### config.mk
export PLATFORM = sky130hd
export DESIGN_NAME = sensor_average_percent_calibrate_unit
export DESIGN_NICKNAME = d
export VERILOG_FILES = /design/src/hdl/sapc_pkg.sv /design/src/hdl/sapc_win.sv /design/src/hdl/sapc_div.sv /design/src/hdl/sensor_average_percent_calibrate_unit.sv
export SDC_FILE = /design/constraint.sdc
export NUM_CORES = 1
export LEC_CHECK = 0
export BUFFER_PORTS_ARGS = -buffer_cell sky130_fd_sc_hd__buf_4
export CORE_ASPECT_RATIO = 1.5
export CORE_MARGIN = 2
export CORE_UTILIZATION = 50
export CTS_BUF_LIST = sky130_fd_sc_hd__clkbuf_16
export CTS_CLUSTER_DIAMETER = 40
export CTS_CLUSTER_SIZE = 24
export DETAILED_ROUTE_END_ITERATION = 16
export GPL_TIMING_DRIVEN = 0
export PLACE_DENSITY = 0.72
export SYNTH_ARGS = -nofsm -noshare
export SYNTH_HDL_FRONTEND = slang
export SYNTH_SLANG_ARGS = --single-unit
### constraint.sdc
create_clock -name aclk -period 13 [get_ports aclk]
set_clock_uncertainty 0.1 [all_clocks]
set_input_delay 1.3 -clock aclk [delete_from_list [all_inputs] [get_ports aclk]]
set_output_delay 1.3 -clock aclk [all_outputs]
set_load 0.05 [all_outputs]
### src/hdl/sapc_pkg.sv
// ---------------------------------------------------------------------------
// sapc_pkg
// Shared types and constants of the sensor average / percent calibrate block
// ---------------------------------------------------------------------------
`timescale 1ns / 1ps

package sapc_pkg;

    // field widths
    localparam int SAMPLE_W = 12;
    localparam int PCT_W    = 7;
    localparam int MODE_W   = 2;

    // mode codes carried in the input tuser
    localparam logic [MODE_W-1:0] MODE_MEASURE = 2'd0;
    localparam logic [MODE_W-1:0] MODE_WET     = 2'd1;
    localparam logic [MODE_W-1:0] MODE_DRY     = 2'd2;

    // run kind when no calibration run is active
    localparam logic [MODE_W-1:0] CAL_IDLE = 2'd0;

    // calibration limits after reset
    localparam logic [SAMPLE_W-1:0] WET_RESET  = 12'd1300;
    localparam logic [SAMPLE_W-1:0] DRY_RESET  = 12'd3400;
    localparam logic [SAMPLE_W-1:0] SAMPLE_MAX = 12'hFFF;

    // percent scaling
    localparam logic signed [7:0] PCT_SCALE = 8'sd100;
    localparam logic [PCT_W-1:0]  PCT_MAX   = 7'd100;

    // serial divider geometry
    localparam int DIV_W = 19;              // dividend width
    localparam int DVS_W = 12;              // divisor width
    localparam int QUO_W = 12;              // quotient width
    localparam int SH_W  = DVS_W + QUO_W;   // shifted divisor width
    localparam int CNT_W = 4;               // step counter width

    localparam logic [CNT_W-1:0] PCT_QBITS = 4'd7;

    // divider status toward the controller
    typedef struct packed {
        logic             done;
        logic             ovf;
        logic [QUO_W-1:0] quo;
    } div_res_t;

endpackage

### src/hdl/sapc_win.sv
// ---------------------------------------------------------------------------
// sapc_win
// Sample ring in a synchronous memory with a running window sum
// ---------------------------------------------------------------------------
`timescale 1ns / 1ps

module sapc_win #(
    parameter int WINDOW = 8,
    parameter int SUM_W  = 15
) (
    input  logic                          aclk,
    input  logic                          aresetn,
    input  logic                          start,
    input  logic [sapc_pkg::SAMPLE_W-1:0] sample,
    output logic [SUM_W-1:0]              sum,
    output logic                          done
);
    import sapc_pkg::*;

    localparam int PTR_W = $clog2(WINDOW);

    logic [SAMPLE_W-1:0] mem [WINDOW];
    logic [WINDOW-1:0]   vld_reg;
    logic [PTR_W-1:0]    wptr_reg;
    logic [SAMPLE_W-1:0] rd_reg;
    logic                rd_vld_reg;
    logic                pend_reg;
    logic [SUM_W-1:0]    sum_reg;
    logic                done_reg;
    logic [SAMPLE_W-1:0] old_val;
    logic [SUM_W-1:0]    sum_next;

    // oldest entry, zero until the slot was written once
    assign old_val  = rd_vld_reg ? rd_reg : '0;
    assign sum_next = sum_reg - SUM_W'(old_val) + SUM_W'(sample);

    // memory read and write ports
    always_ff @(posedge aclk) begin
        if (start) begin
            rd_reg <= mem[wptr_reg];
        end
        if (pend_reg) begin
            mem[wptr_reg] <= sample;
        end
    end

    // pointer, valid bits and sum update
    always_ff @(posedge aclk) begin
        if (!aresetn) begin
            vld_reg  <= '0;
            wptr_reg <= '0;
            sum_reg  <= '0;
            pend_reg <= 1'b0;
            done_reg <= 1'b0;
        end else begin
            done_reg <= 1'b0;
            if (start) begin
                pend_reg   <= 1'b1;
                rd_vld_reg <= vld_reg[wptr_reg];
            end else if (pend_reg) begin
                pend_reg          <= 1'b0;
                done_reg          <= 1'b1;
                sum_reg           <= sum_next;
                vld_reg[wptr_reg] <= 1'b1;
                if (wptr_reg == PTR_W'(WINDOW - 1)) begin
                    wptr_reg <= '0;
                end else begin
                    wptr_reg <= wptr_reg + 1'b1;
                end
            end
        end
    end

    assign sum  = sum_reg;
    assign done = done_reg;

endmodule

### src/hdl/sapc_div.sv
// ---------------------------------------------------------------------------
// sapc_div
// Restoring serial divider, one quotient bit per cycle
// ---------------------------------------------------------------------------
`timescale 1ns / 1ps

module sapc_div (
    input  logic                       aclk,
    input  logic                       aresetn,
    input  logic                       start,
    input  logic [sapc_pkg::DIV_W-1:0] dividend,
    input  logic [sapc_pkg::DVS_W-1:0] divisor,
    input  logic [sapc_pkg::CNT_W-1:0] qbits,
    output sapc_pkg::div_res_t         res
);
    import sapc_pkg::*;

    logic [DIV_W-1:0] rem_reg;
    logic [DVS_W-1:0] dvs_reg;
    logic [CNT_W-1:0] cnt_reg;
    logic [QUO_W-1:0] quo_reg;
    logic             ovf_reg;
    logic             done_reg;
    logic [CNT_W-1:0] step_idx;
    logic [SH_W-1:0]  trial;
    logic             fits;
    logic             ovf_start;

    // trial subtrahend for the current quotient bit
    assign step_idx  = cnt_reg - 1'b1;
    assign trial     = SH_W'(dvs_reg) << step_idx;
    assign fits      = SH_W'(rem_reg) >= trial;
    // quotient would need more than qbits bits
    assign ovf_start = SH_W'(dividend) >= (SH_W'(divisor) << qbits);

    always_ff @(posedge aclk) begin
        if (!aresetn) begin
            cnt_reg  <= '0;
            done_reg <= 1'b0;
        end else begin
            done_reg <= 1'b0;
            if (start) begin
                rem_reg <= dividend;
                dvs_reg <= divisor;
                cnt_reg <= qbits;
                quo_reg <= '0;
                ovf_reg <= ovf_start;
            end else if (cnt_reg != '0) begin
                if (fits) begin
                    rem_reg           <= rem_reg - trial[DIV_W-1:0];
                    quo_reg[step_idx] <= 1'b1;
                end
                cnt_reg <= step_idx;
                if (cnt_reg == CNT_W'(1)) begin
                    done_reg <= 1'b1;
                end
            end
        end
    end

    assign res.done = done_reg;
    assign res.ovf  = ovf_reg;
    assign res.quo  = quo_reg;

endmodule

### src/hdl/sensor_average_percent_calibrate_unit.sv
// ---------------------------------------------------------------------------
// sensor_average_percent_calibrate_unit
// Moving-average moisture sensor front end with two-point percent scaling
// ---------------------------------------------------------------------------
// Input beats carry a 12-bit sample in s_tdata and a mode in s_tuser:
// measure, wet calibration or dry calibration. A measure beat enters a ring
// of WINDOW samples held in a synchronous memory; the running sum is scaled
// by a reciprocal of WINDOW and the average is mapped to percent between
// the dry and wet limits. Calibration beats track the minimum (wet) or
// maximum (dry) over CAL_SAMPLES beats and replace that limit on the last
// beat of the run. Exactly one result beat leaves on m_* per input beat.
// One beat is processed at a time. A measure beat passes through the ring
// read-modify-write and the average, the multiply by 100, the start of the
// serial divider, the divider steps for the PCT_QBITS quotient bits, the
// capture of the quotient and the load of the output register; the next
// beat is taken after that load. With equal limits the division is skipped
// and the average goes straight to the output stage. Calibration and
// ignored beats go from accept straight to the output stage. The next beat
// is taken while a result waits in the output register; if the receiver
// stalls further, a finished result holds in the unit until m_tready frees
// the output register. Reset clears the ring, the sum and any calibration
// run, and restores the default wet and dry limits; no clearing pass is
// needed.
// ---------------------------------------------------------------------------
`timescale 1ns / 1ps

module sensor_average_percent_calibrate_unit #(
    parameter int WINDOW      = 8,
    parameter int CAL_SAMPLES = 20
) (
    input  logic        aclk,
    input  logic        aresetn,
    input  logic        s_tvalid,
    output logic        s_tready,
    input  logic [15:0] s_tdata,    // sample[11:0], zero pad
    input  logic [1:0]  s_tuser,    // mode[1:0]
    output logic        m_tvalid,
    input  logic        m_tready,
    output logic [23:0] m_tdata     // average[11:0], percent[18:12], percent_valid[19],
                                    // cal_done[20], cal_ok[21], zero pad
);
    import sapc_pkg::*;

    localparam int SUM_W = $clog2(4095 * WINDOW + 1);
    localparam int CC_W  = $clog2(CAL_SAMPLES + 1);

    // reciprocal scaling, exact floor division for every sum below 2**SUM_W
    localparam int     LOG_W  = $clog2(WINDOW);
    localparam int     RSH    = SUM_W + LOG_W;
    localparam int     PROD_W = 2 * SUM_W + 1;
    localparam longint RECIP  = ((longint'(1) << RSH) + longint'(WINDOW) - 1)
                                / longint'(WINDOW);

    typedef enum logic [2:0] {
        ST_IDLE,
        ST_WIN,
        ST_MUL,
        ST_PCT_GO,
        ST_PCT,
        ST_OUT
    } state_t;

    state_t              state_reg;
    logic [SAMPLE_W-1:0] sample_reg;
    logic [SAMPLE_W-1:0] wet_reg;
    logic [SAMPLE_W-1:0] dry_reg;
    logic [MODE_W-1:0]   cal_kind_reg;
    logic [CC_W-1:0]     cal_count_reg;
    logic [SAMPLE_W-1:0] cal_extreme_reg;
    logic [SAMPLE_W-1:0] avg_reg;
    logic signed [19:0]  prod_reg;
    logic [SAMPLE_W-1:0] res_avg_reg;
    logic [PCT_W-1:0]    res_pct_reg;
    logic                res_pv_reg;
    logic                res_done_reg;
    logic                res_ok_reg;
    logic                m_tvalid_reg;
    logic [23:0]         m_tdata_reg;

    logic                accept;
    logic [MODE_W-1:0]   in_mode;
    logic [SAMPLE_W-1:0] in_sample;
    logic                win_start;
    logic [SUM_W-1:0]    win_sum;
    logic                win_done;
    logic [PROD_W-1:0]   avg_prod;
    logic [SAMPLE_W-1:0] avg_calc;
    logic                div_start;
    logic [DIV_W-1:0]    div_dividend;
    logic [DVS_W-1:0]    div_divisor;
    logic [CNT_W-1:0]    div_qbits;
    div_res_t            div_res;

    // calibration datapath
    logic                is_wet;
    logic                new_run;
    logic [SAMPLE_W-1:0] ext_base;
    logic [SAMPLE_W-1:0] ext_new;
    logic [CC_W-1:0]     cnt_inc;
    logic                run_end;
    logic [SAMPLE_W-1:0] wet_new;
    logic [SAMPLE_W-1:0] dry_new;

    // percent datapath
    logic signed [12:0]  den_s;
    logic signed [12:0]  den_abs;
    logic signed [12:0]  diff_s;
    logic signed [20:0]  prod_full;
    logic signed [19:0]  prod_abs;
    logic                q_neg;
    logic [PCT_W-1:0]    q_pct;
    logic                pct_ok;

    assign in_mode   = s_tuser;
    assign in_sample = s_tdata[SAMPLE_W-1:0];
    assign s_tready  = (state_reg == ST_IDLE);
    assign accept    = s_tvalid && s_tready;
    assign win_start = accept && (in_mode == MODE_MEASURE);

    // window average from the running sum
    assign avg_prod = PROD_W'(win_sum) * PROD_W'(RECIP);
    assign avg_calc = avg_prod[RSH +: SAMPLE_W];

    // min or max tracking over a calibration run
    always_comb begin
        is_wet   = (in_mode == MODE_WET);
        new_run  = (cal_kind_reg != in_mode);
        if (new_run) begin
            ext_base = is_wet ? SAMPLE_MAX : '0;
            cnt_inc  = CC_W'(1);
        end else begin
            ext_base = cal_extreme_reg;
            cnt_inc  = cal_count_reg + 1'b1;
        end
        if (is_wet) begin
            ext_new = (in_sample < ext_base) ? in_sample : ext_base;
        end else begin
            ext_new = (in_sample > ext_base) ? in_sample : ext_base;
        end
        run_end = (cnt_inc >= CC_W'(CAL_SAMPLES));
        wet_new = (run_end && is_wet)  ? ext_new : wet_reg;
        dry_new = (run_end && !is_wet) ? ext_new : dry_reg;
    end

    // signed span, offset and product for the percent mapping
    assign den_s     = $signed({1'b0, wet_reg}) - $signed({1'b0, dry_reg});
    assign den_abs   = den_s[12] ? -den_s : den_s;
    assign diff_s    = $signed({1'b0, avg_reg}) - $signed({1'b0, dry_reg});
    assign prod_full = diff_s * PCT_SCALE;
    assign prod_abs  = prod_reg[19] ? -prod_reg : prod_reg;
    assign q_neg     = prod_reg[19] ^ den_s[12];
    assign q_pct     = div_res.quo[PCT_W-1:0];
    assign pct_ok    = !div_res.ovf && ((q_pct == '0) || (!q_neg && (q_pct <= PCT_MAX)));

    // divider operands for the percent quotient
    assign div_start    = (state_reg == ST_PCT_GO);
    assign div_dividend = prod_abs[DIV_W-1:0];
    assign div_divisor  = den_abs[DVS_W-1:0];
    assign div_qbits    = PCT_QBITS;

    sapc_win #(
        .WINDOW (WINDOW),
        .SUM_W  (SUM_W)
    ) u_win (
        .aclk    (aclk),
        .aresetn (aresetn),
        .start   (win_start),
        .sample  (sample_reg),
        .sum     (win_sum),
        .done    (win_done)
    );

    sapc_div u_div (
        .aclk     (aclk),
        .aresetn  (aresetn),
        .start    (div_start),
        .dividend (div_dividend),
        .divisor  (div_divisor),
        .qbits    (div_qbits),
        .res      (div_res)
    );

    // control sequence, calibration state and output register
    always_ff @(posedge aclk) begin
        if (!aresetn) begin
            state_reg     <= ST_IDLE;
            m_tvalid_reg  <= 1'b0;
            wet_reg       <= WET_RESET;
            dry_reg       <= DRY_RESET;
            cal_kind_reg  <= CAL_IDLE;
            cal_count_reg <= '0;
            cal_extreme_reg <= '0;
        end else begin
            // result beat handshake
            if ((state_reg == ST_OUT) && (!m_tvalid_reg || m_tready)) begin
                m_tvalid_reg <= 1'b1;
            end else if (m_tready) begin
                m_tvalid_reg <= 1'b0;
            end
            case (state_reg)
                ST_IDLE: begin
                    if (s_tvalid) begin
                        sample_reg   <= in_sample;
                        res_avg_reg  <= '0;
                        res_pct_reg  <= '0;
                        res_pv_reg   <= 1'b0;
                        res_done_reg <= 1'b0;
                        res_ok_reg   <= 1'b0;
                        case (in_mode)
                            MODE_MEASURE: begin
                                cal_kind_reg  <= CAL_IDLE;
                                cal_count_reg <= '0;
                                state_reg     <= ST_WIN;
                            end
                            MODE_WET, MODE_DRY: begin
                                wet_reg   <= wet_new;
                                dry_reg   <= dry_new;
                                state_reg <= ST_OUT;
                                if (run_end) begin
                                    res_done_reg  <= 1'b1;
                                    res_ok_reg    <= (wet_new < dry_new);
                                    cal_kind_reg  <= CAL_IDLE;
                                    cal_count_reg <= '0;
                                end else begin
                                    cal_kind_reg    <= in_mode;
                                    cal_count_reg   <= cnt_inc;
                                    cal_extreme_reg <= ext_new;
                                end
                            end
                            default: begin
                                state_reg <= ST_OUT;
                            end
                        endcase
                    end
                end
                ST_WIN: begin
                    if (win_done) begin
                        avg_reg     <= avg_calc;
                        res_avg_reg <= avg_calc;
                        if (den_s == '0) begin
                            state_reg <= ST_OUT;
                        end else begin
                            state_reg <= ST_MUL;
                        end
                    end
                end
                ST_MUL: begin
                    prod_reg  <= prod_full[19:0];
                    state_reg <= ST_PCT_GO;
                end
                ST_PCT_GO: begin
                    state_reg <= ST_PCT;
                end
                ST_PCT: begin
                    if (div_res.done) begin
                        res_pct_reg <= pct_ok ? q_pct : '0;
                        res_pv_reg  <= pct_ok;
                        state_reg   <= ST_OUT;
                    end
                end
                ST_OUT: begin
                    if (!m_tvalid_reg || m_tready) begin
                        m_tdata_reg  <= {2'b00, res_ok_reg, res_done_reg, res_pv_reg,
                                         res_pct_reg, res_avg_reg};
                        state_reg    <= ST_IDLE;
                    end
                end
                default: begin
                    state_reg <= ST_IDLE;
                end
            endcase
        end
    end

    assign m_tvalid = m_tvalid_reg;
    assign m_tdata  = m_tdata_reg;

endmodule

=== After elaboration in Yosys (flattened, before gate mapping) ===
Memories as Yosys holds them, arrays and structs flattened. A register that Yosys moved wholly into a read port is not among the register bits.
Index checks and enable logic that the tools add are counted.

* Mux-type cells: 53
* $mul: 1
* Equality and inequality tests: 14
* Reductions and logical operators: 45
* Bitwise logic cells: 7
* Shift operators: 1
* Order comparisons: 11
* $add $sub $neg: 10

{| class="wikitable"
|+ Operator list
! kind !! count
|-
| $mux W12 || 13
|-
| $mux W19 || 4
|-
| $mux W3 || 9
|-
| $sub A12 B12 Y13 || 2
|-
| $ge A19 B24 Y1 || 1
|-
| $lt A12 B12 Y1 || 2
|-
| $pmux W12 S2 || 1
|-
| $shl A12 B4 Y24 || 1
|-
| $mux W7 || 3
|-
| $ge A19 B19 Y1 || 1
|-
| $neg A19 Y19 || 1
|-
| $sub A19 B19 Y19 || 1
|-
| $mul A13 B6 Y18 const B || 1
|-
| $pmux W3 S6 || 1
|-
| $reduce_and A3 Y1 || 6
|-
| $reduce_and A4 Y1 || 4
|-
| $add A15 B12 Y15 || 1
|-
| $sub A15 B12 Y15 || 1
|-
| $pmux W7 S2 || 1
|-
| $logic_not A13 Y1 || 1
|-
| $gt A12 B12 Y1 || 1
|-
| $mux W1 || 12
|-
| $neg A12 Y12 || 1
|-
| $or A12 B12 Y12 || 1
|-
| other kinds (40) || 72
|}

* Logic and storage cells: 172
* Bits in registers: 211
* Memories: 1
* Output and inout port bits: 26
* Bits in writable memories: 96
* Bits of input ports: 22

{| class="wikitable"
|+ Memories
! name !! depth !! width !! read ports !! clocked after Yosys merged registers in !! write ports !! line !! RTL
|-
| u_win.mem || 8 || 12 || 1 || 1 || 1 || sapc_win.sv:22 || <nowiki>logic [SAMPLE_W-1:0] mem [WINDOW];</nowiki>
|}

=== Logic depth before layout (Yosys ltp) ===
* Depth in word-level cells: 9
* Gate-level depth with buffers: 26
* Depth with buffers taken out: 24

=== Cells and area by module ===
A second synthesis with hierarchy kept.

* Cells, all modules: 1,986
* Area, all modules: 20,229.4 um^2

{| class="wikitable"
|+ By module, submodules not included
! module !! seq. area each (um^2) !! instances !! area an instance (um^2) !! cells each
|-
| sensor_average_percent_calibrate_unit || 3,523.4 || 1 || 9,317.7 || 966
|-
| sapc_win || 3,833.7 || 1 || 6,329.8 || 482
|-
| sapc_div || 1,421.4 || 1 || 4,581.9 || 538
|}

=== Least setup slack after synthesis ===
OpenSTA, ideal clock, no wires.

* Path kind: register to register
* From: reg u_div.cnt_reg[0]
* To: reg u_div.quo_reg[0], enable pin
* Cell stages (with the launch flop): 22
* Required time: 12,482 ps
* Arrival time: 5,204 ps
* Slack: 7,279 ps
* Period minus slack after synthesis: 5,721 ps
* Buffers on the path: 3
* Setup time: 418 ps
* Path through: dfxtp_1 clkbuf_1 clkinv_1 ha_1 buf_1 clkbuf_1 mux2i_1 nand2_1 o21ai_0 nor2_1 a21oi_1 nor2_1 a31oi_1 ha_1 a21o_1 a21o_1 a21oi_1 o22ai_1 o21ai_0 a21oi_1 o31ai_1 a21oi_1

* Cells in the longest elaborated chain, start to end: 5
* Elaborated cells on any way between the ends: 7
* Those cells by class: add/sub (1); order compare (1); shift (1); reduce/logical (4)

{| class="wikitable"
|+ RTL lines
! element !! line !! RTL
|-
| start: declaration || sapc_div.sv:20 || <nowiki>logic [CNT_W-1:0] cnt_reg;</nowiki>
|-
| start signal: assignment || sapc_div.sv:45 || <nowiki>cnt_reg <= qbits;</nowiki>
|-
| start signal: assignment || sapc_div.sv:53 || <nowiki>cnt_reg <= step_idx;</nowiki>
|-
| $sub A4 B1 Y4 || sapc_div.sv:30 || <nowiki>assign step_idx = cnt_reg - 1'b1;</nowiki>
|-
| $shl A12 B4 Y24 || sapc_div.sv:31 || <nowiki>assign trial = SH_W'(dvs_reg) << step_idx;</nowiki>
|-
| $ge A19 B24 Y1 || sapc_div.sv:32 || <nowiki>assign fits = SH_W'(rem_reg) >= trial;</nowiki>
|-
| $reduce_bool A2 Y1 (no source line) || n/a ||
|-
| $reduce_and A3 Y1 (no source line) (*) || n/a ||
|-
| end signal: assignment || sapc_div.sv:46 || <nowiki>quo_reg <= '0;</nowiki>
|-
| end signal: indexed assignment || sapc_div.sv:51 || <nowiki>quo_reg[step_idx] <= 1'b1;</nowiki>
|-
| end: declaration || sapc_div.sv:21 || <nowiki>logic [QUO_W-1:0] quo_reg;</nowiki>
|}

Every way passes the cells marked *; elsewhere a longest branch is shown, timed or not.
A chain may end at the register's enable or synchronous reset.

=== Worst setup path after layout ===
* From: in s_tuser[1]
* To: reg res_ok_reg, data pin

* Cells in the longest elaborated chain, start to end: 8
* Elaborated cells on any way between the ends: 20
* Those cells by class: order compare (4); eq/ne (3); mux (8); reduce/logical (5)

{| class="wikitable"
|+ RTL lines
! element !! line !! RTL
|-
| start: declaration || sensor_average_percent_calibrate_unit.sv:36 || <nowiki>input logic [1:0] s_tuser,</nowiki>
|-
| $eq A2 B1 Y1 || sensor_average_percent_calibrate_unit.sv:126, sensor_average_percent_calibrate_unit.sv:209 ||
|-
| $mux W12 || sensor_average_percent_calibrate_unit.sv:129 || <nowiki>ext_base = is_wet ? SAMPLE_MAX : '0;</nowiki>
|-
| $mux W12 || sensor_average_percent_calibrate_unit.sv:128 || <nowiki>if (new_run) begin</nowiki>
|-
| $gt A12 B12 Y1 or $lt A12 B12 Y1 (tied branches) || sensor_average_percent_calibrate_unit.sv:138, sensor_average_percent_calibrate_unit.sv:136 ||
|-
| $mux W12 (on tied branches) || sensor_average_percent_calibrate_unit.sv:138, sensor_average_percent_calibrate_unit.sv:136 ||
|-
| $mux W12 || sensor_average_percent_calibrate_unit.sv:135 || <nowiki>if (is_wet) begin</nowiki>
|-
| $mux W12 (on tied branches) || sensor_average_percent_calibrate_unit.sv:141, sensor_average_percent_calibrate_unit.sv:142 ||
|-
| $lt A12 B12 Y1 || sensor_average_percent_calibrate_unit.sv:221 || <nowiki>res_ok_reg <= (wet_new < dry_new);</nowiki>
|-
| end signal: assignment || sensor_average_percent_calibrate_unit.sv:221 ||
|-
| end: declaration || sensor_average_percent_calibrate_unit.sv:76 || <nowiki>logic res_ok_reg;</nowiki>
|}

Several ways; a longest one is shown, not always the timed one.

==> out/results.ini <==
[worst_setup_path]
critical_path_class=in2reg
crit_required_ns=13.14
cp_common_cell=ha_1
arrival_ns=6.76
crit_chain=buf_4, xor2_1, nor2_2, clkbuf_1, a21o_1, inv_1, ha_1, o221ai_1, a221oi_2, a2111oi_4, nand2_4, nor2_4, buf_6, nor3_1, o31a_1, ha_1, o21ai_0, a2111oi_0, a221oi_1, o211ai_1, a31oi_1
critPathMaxFanout=10
slowest_stage=a2111oi_4
startpoint_type=input port
slowest_delay_ns=0.71
endpoint_kind=register

[timing]
worst_slack_ns=6.379
finalSetupViolCount=0
fmax_ghz=0.1510
grt_setup_unrepaired=no
final.setup.tns_ns=0
relSlewSlack_pct=12.69
maxSlewViolCount=0
worst_slew_pin_slew_ns=1.305
fin_crit_ns=6.621
hold_viol=0
final.period_utilization_pct=50.93

[clock_tree]
ctsResizeCount=0
clock-sinks=314
cts_buffers=35
cts_root_buffer=clkbuf_16
cts_hold_buf=0
post-cts-setup-buffer-count=0
cts_tree=yes
cts_buffer_depth=3
cts_max_level=2
clkTransAtPathRegs_ns=0.07
clk_latency_ns=0.54

[grt]
grt_pass1_vias=14251
antenna_found_initial=0
grt_first_pass_wirelength_um=77220
grt_overflow=0
track_usage_pct=25.32
grt_max_degree=27

[placement]
pre_cts_ws_ns=5.955
place_area_um2=20040
gp_congestion=1.006
numPortBuffers=41
dpl.cell_count=2310
dp_hpwl_um=38850

[synthesis]
synth.area.top_cells=edfxtp_1 (37%), ha_1 (9.4%), dfxtp_1 (8.4%)
synth_seq_cells=314
ys_async_sr_fraction_pct=0
ys.flop_type=edfxtp_1
syn_area_um2=19040
post_synth_inst_count=1775
synth_area_per_cell_um2=10.73
yosysSeqAreaShare_pct=45.32
synth_top_area_cell=edfxtp_1
synth_warnings=0
synth_top_cell_area_share_pct=36.91
yosys.cell_types.count=92
synth_edf_count=234

[die]
core_um2=37550
die_area_um2=39690
io_pins=48
num_rows=87
initial_utilization_pct=50.69
chipWidth_um=163.3
die_y_um=243.0

[detailed_routing]
drc=0
via_count=14013
drt_iter0_markers=874
ant_nets=0
routedWlPerCell_um=20.82
first_pass_iters=7
vias_per_cell=5.903
routed_wl_um=49430

[finish]
final_common_cell=edfxtp_1
n_antenna_cell=0
area_growth_pct=11.61
finalNonFillerCells=2374
final_area_um2=21250
final_core_util_pct=56.58
mostFrequentLayoutCells=edfxtp_1 (234), nand2_1 (154), ha_1 (143), inv_1 (136), nor2_1 (107)
largest_reg_flops=96
final_net_count=2049
drive_gt1_share_pct=11.09

[power_and_ir_drop]
power_density_nw_per_um2=184.4
ir_worst_vdd_mv=0.2072
p_leak_nw=8.230

[flow_run]
drv_cap=0

[status]
outcome=finished clean

[min_path]
hp-class=reg2reg

[stage by stage]
stage	hold WS (ns)	total power [mW]
after detailed placement	0.3045	2.889
after floorplan	0.3003	2.498
final	0.3132	3.917
after global placement	0.3023	2.836
after global routing	0.3254	4.144
after CTS	0.3214	3.915
[synth_stat cells (42+ instances only)]
library cell,n
clkbuf_1,48
nand2_1,154
and2_1,42
o21ai_0,87
nor2_1,108
a21oi_1,87
edfxtp_1,234
ha_1,143
nor3_1,42
xnor2_1,55
dfxtp_1,80
inv_1,134
[path summary, 6_finish.rpt]
| path | startpoint | slack, ns | cells past startpoint | endpoint |
|---|---|---|---|---|
| setup / recovery | s_tuser[1] | 6.38 | 21 | res_ok_reg |
| hold / removal | res_avg_reg[1] | 0.31 | 0 | m_tdata[1] |
| setup reg to reg | u_div.cnt_reg[0] | 6.48 | 19 | u_div.rem_reg[8] |
| hold reg to reg | res_avg_reg[1] | 0.31 | 0 | m_tdata[1] |
[report_power, final]
| group | internal (mW) | switching (mW) | total [mW] |
|---|---|---|---|
| registers | 1.22 | 0.0377 | 1.26 |
| logic | 0.652 | 0.992 | 1.64 |
| clock network | 0.549 | 0.468 | 1.02 |
[layout make-up]
class	count	area, µm²
Clock inverter	28	322.8
Inverter	136	510.5
Clock buffer	35	875.8
Timing Repair Buffer	46	367.9
Fill cell	3176	16310
Sequential cell	314	8628
Buffer	67	306.5
Tap cell	489	611.8
Multi-Input combinational cell	1259	9625
[cells by family after synthesis]
| kind of cell | synth area share [%] |
|---|---|
| simple gates | 13.22 |
| compound gates | 15.55 |
| flops | 45.32 |
| buf+inv | 4.291 |
| fa+ha+maj | 12.03 |
| xor+xnor | 4.357 |
| mux | 5.212 |
| other cells | 0.01970 |
[critical path: cells and delay by family]
family / cells / cell delay [ns]
AOI/OAI and AO/OA: 10 / 2.85
xor gates and xnor gates: 1 / 0.18
adders and majority gates: 2 / 0.51
buffers and inverters: 4 / 0.93
and+or+nand+nor: 4 / 0.97
[layer usage]
layer	up-vias	share of wire, %	global-route usage, %
met3	161	3.8	2.700
met1	6758	36	26.61
met5	-	0	0
met4	0	7.5	17.05
met2	409	53	46.75
li1	6685	-	-
(Power assumes the default switching activity.)
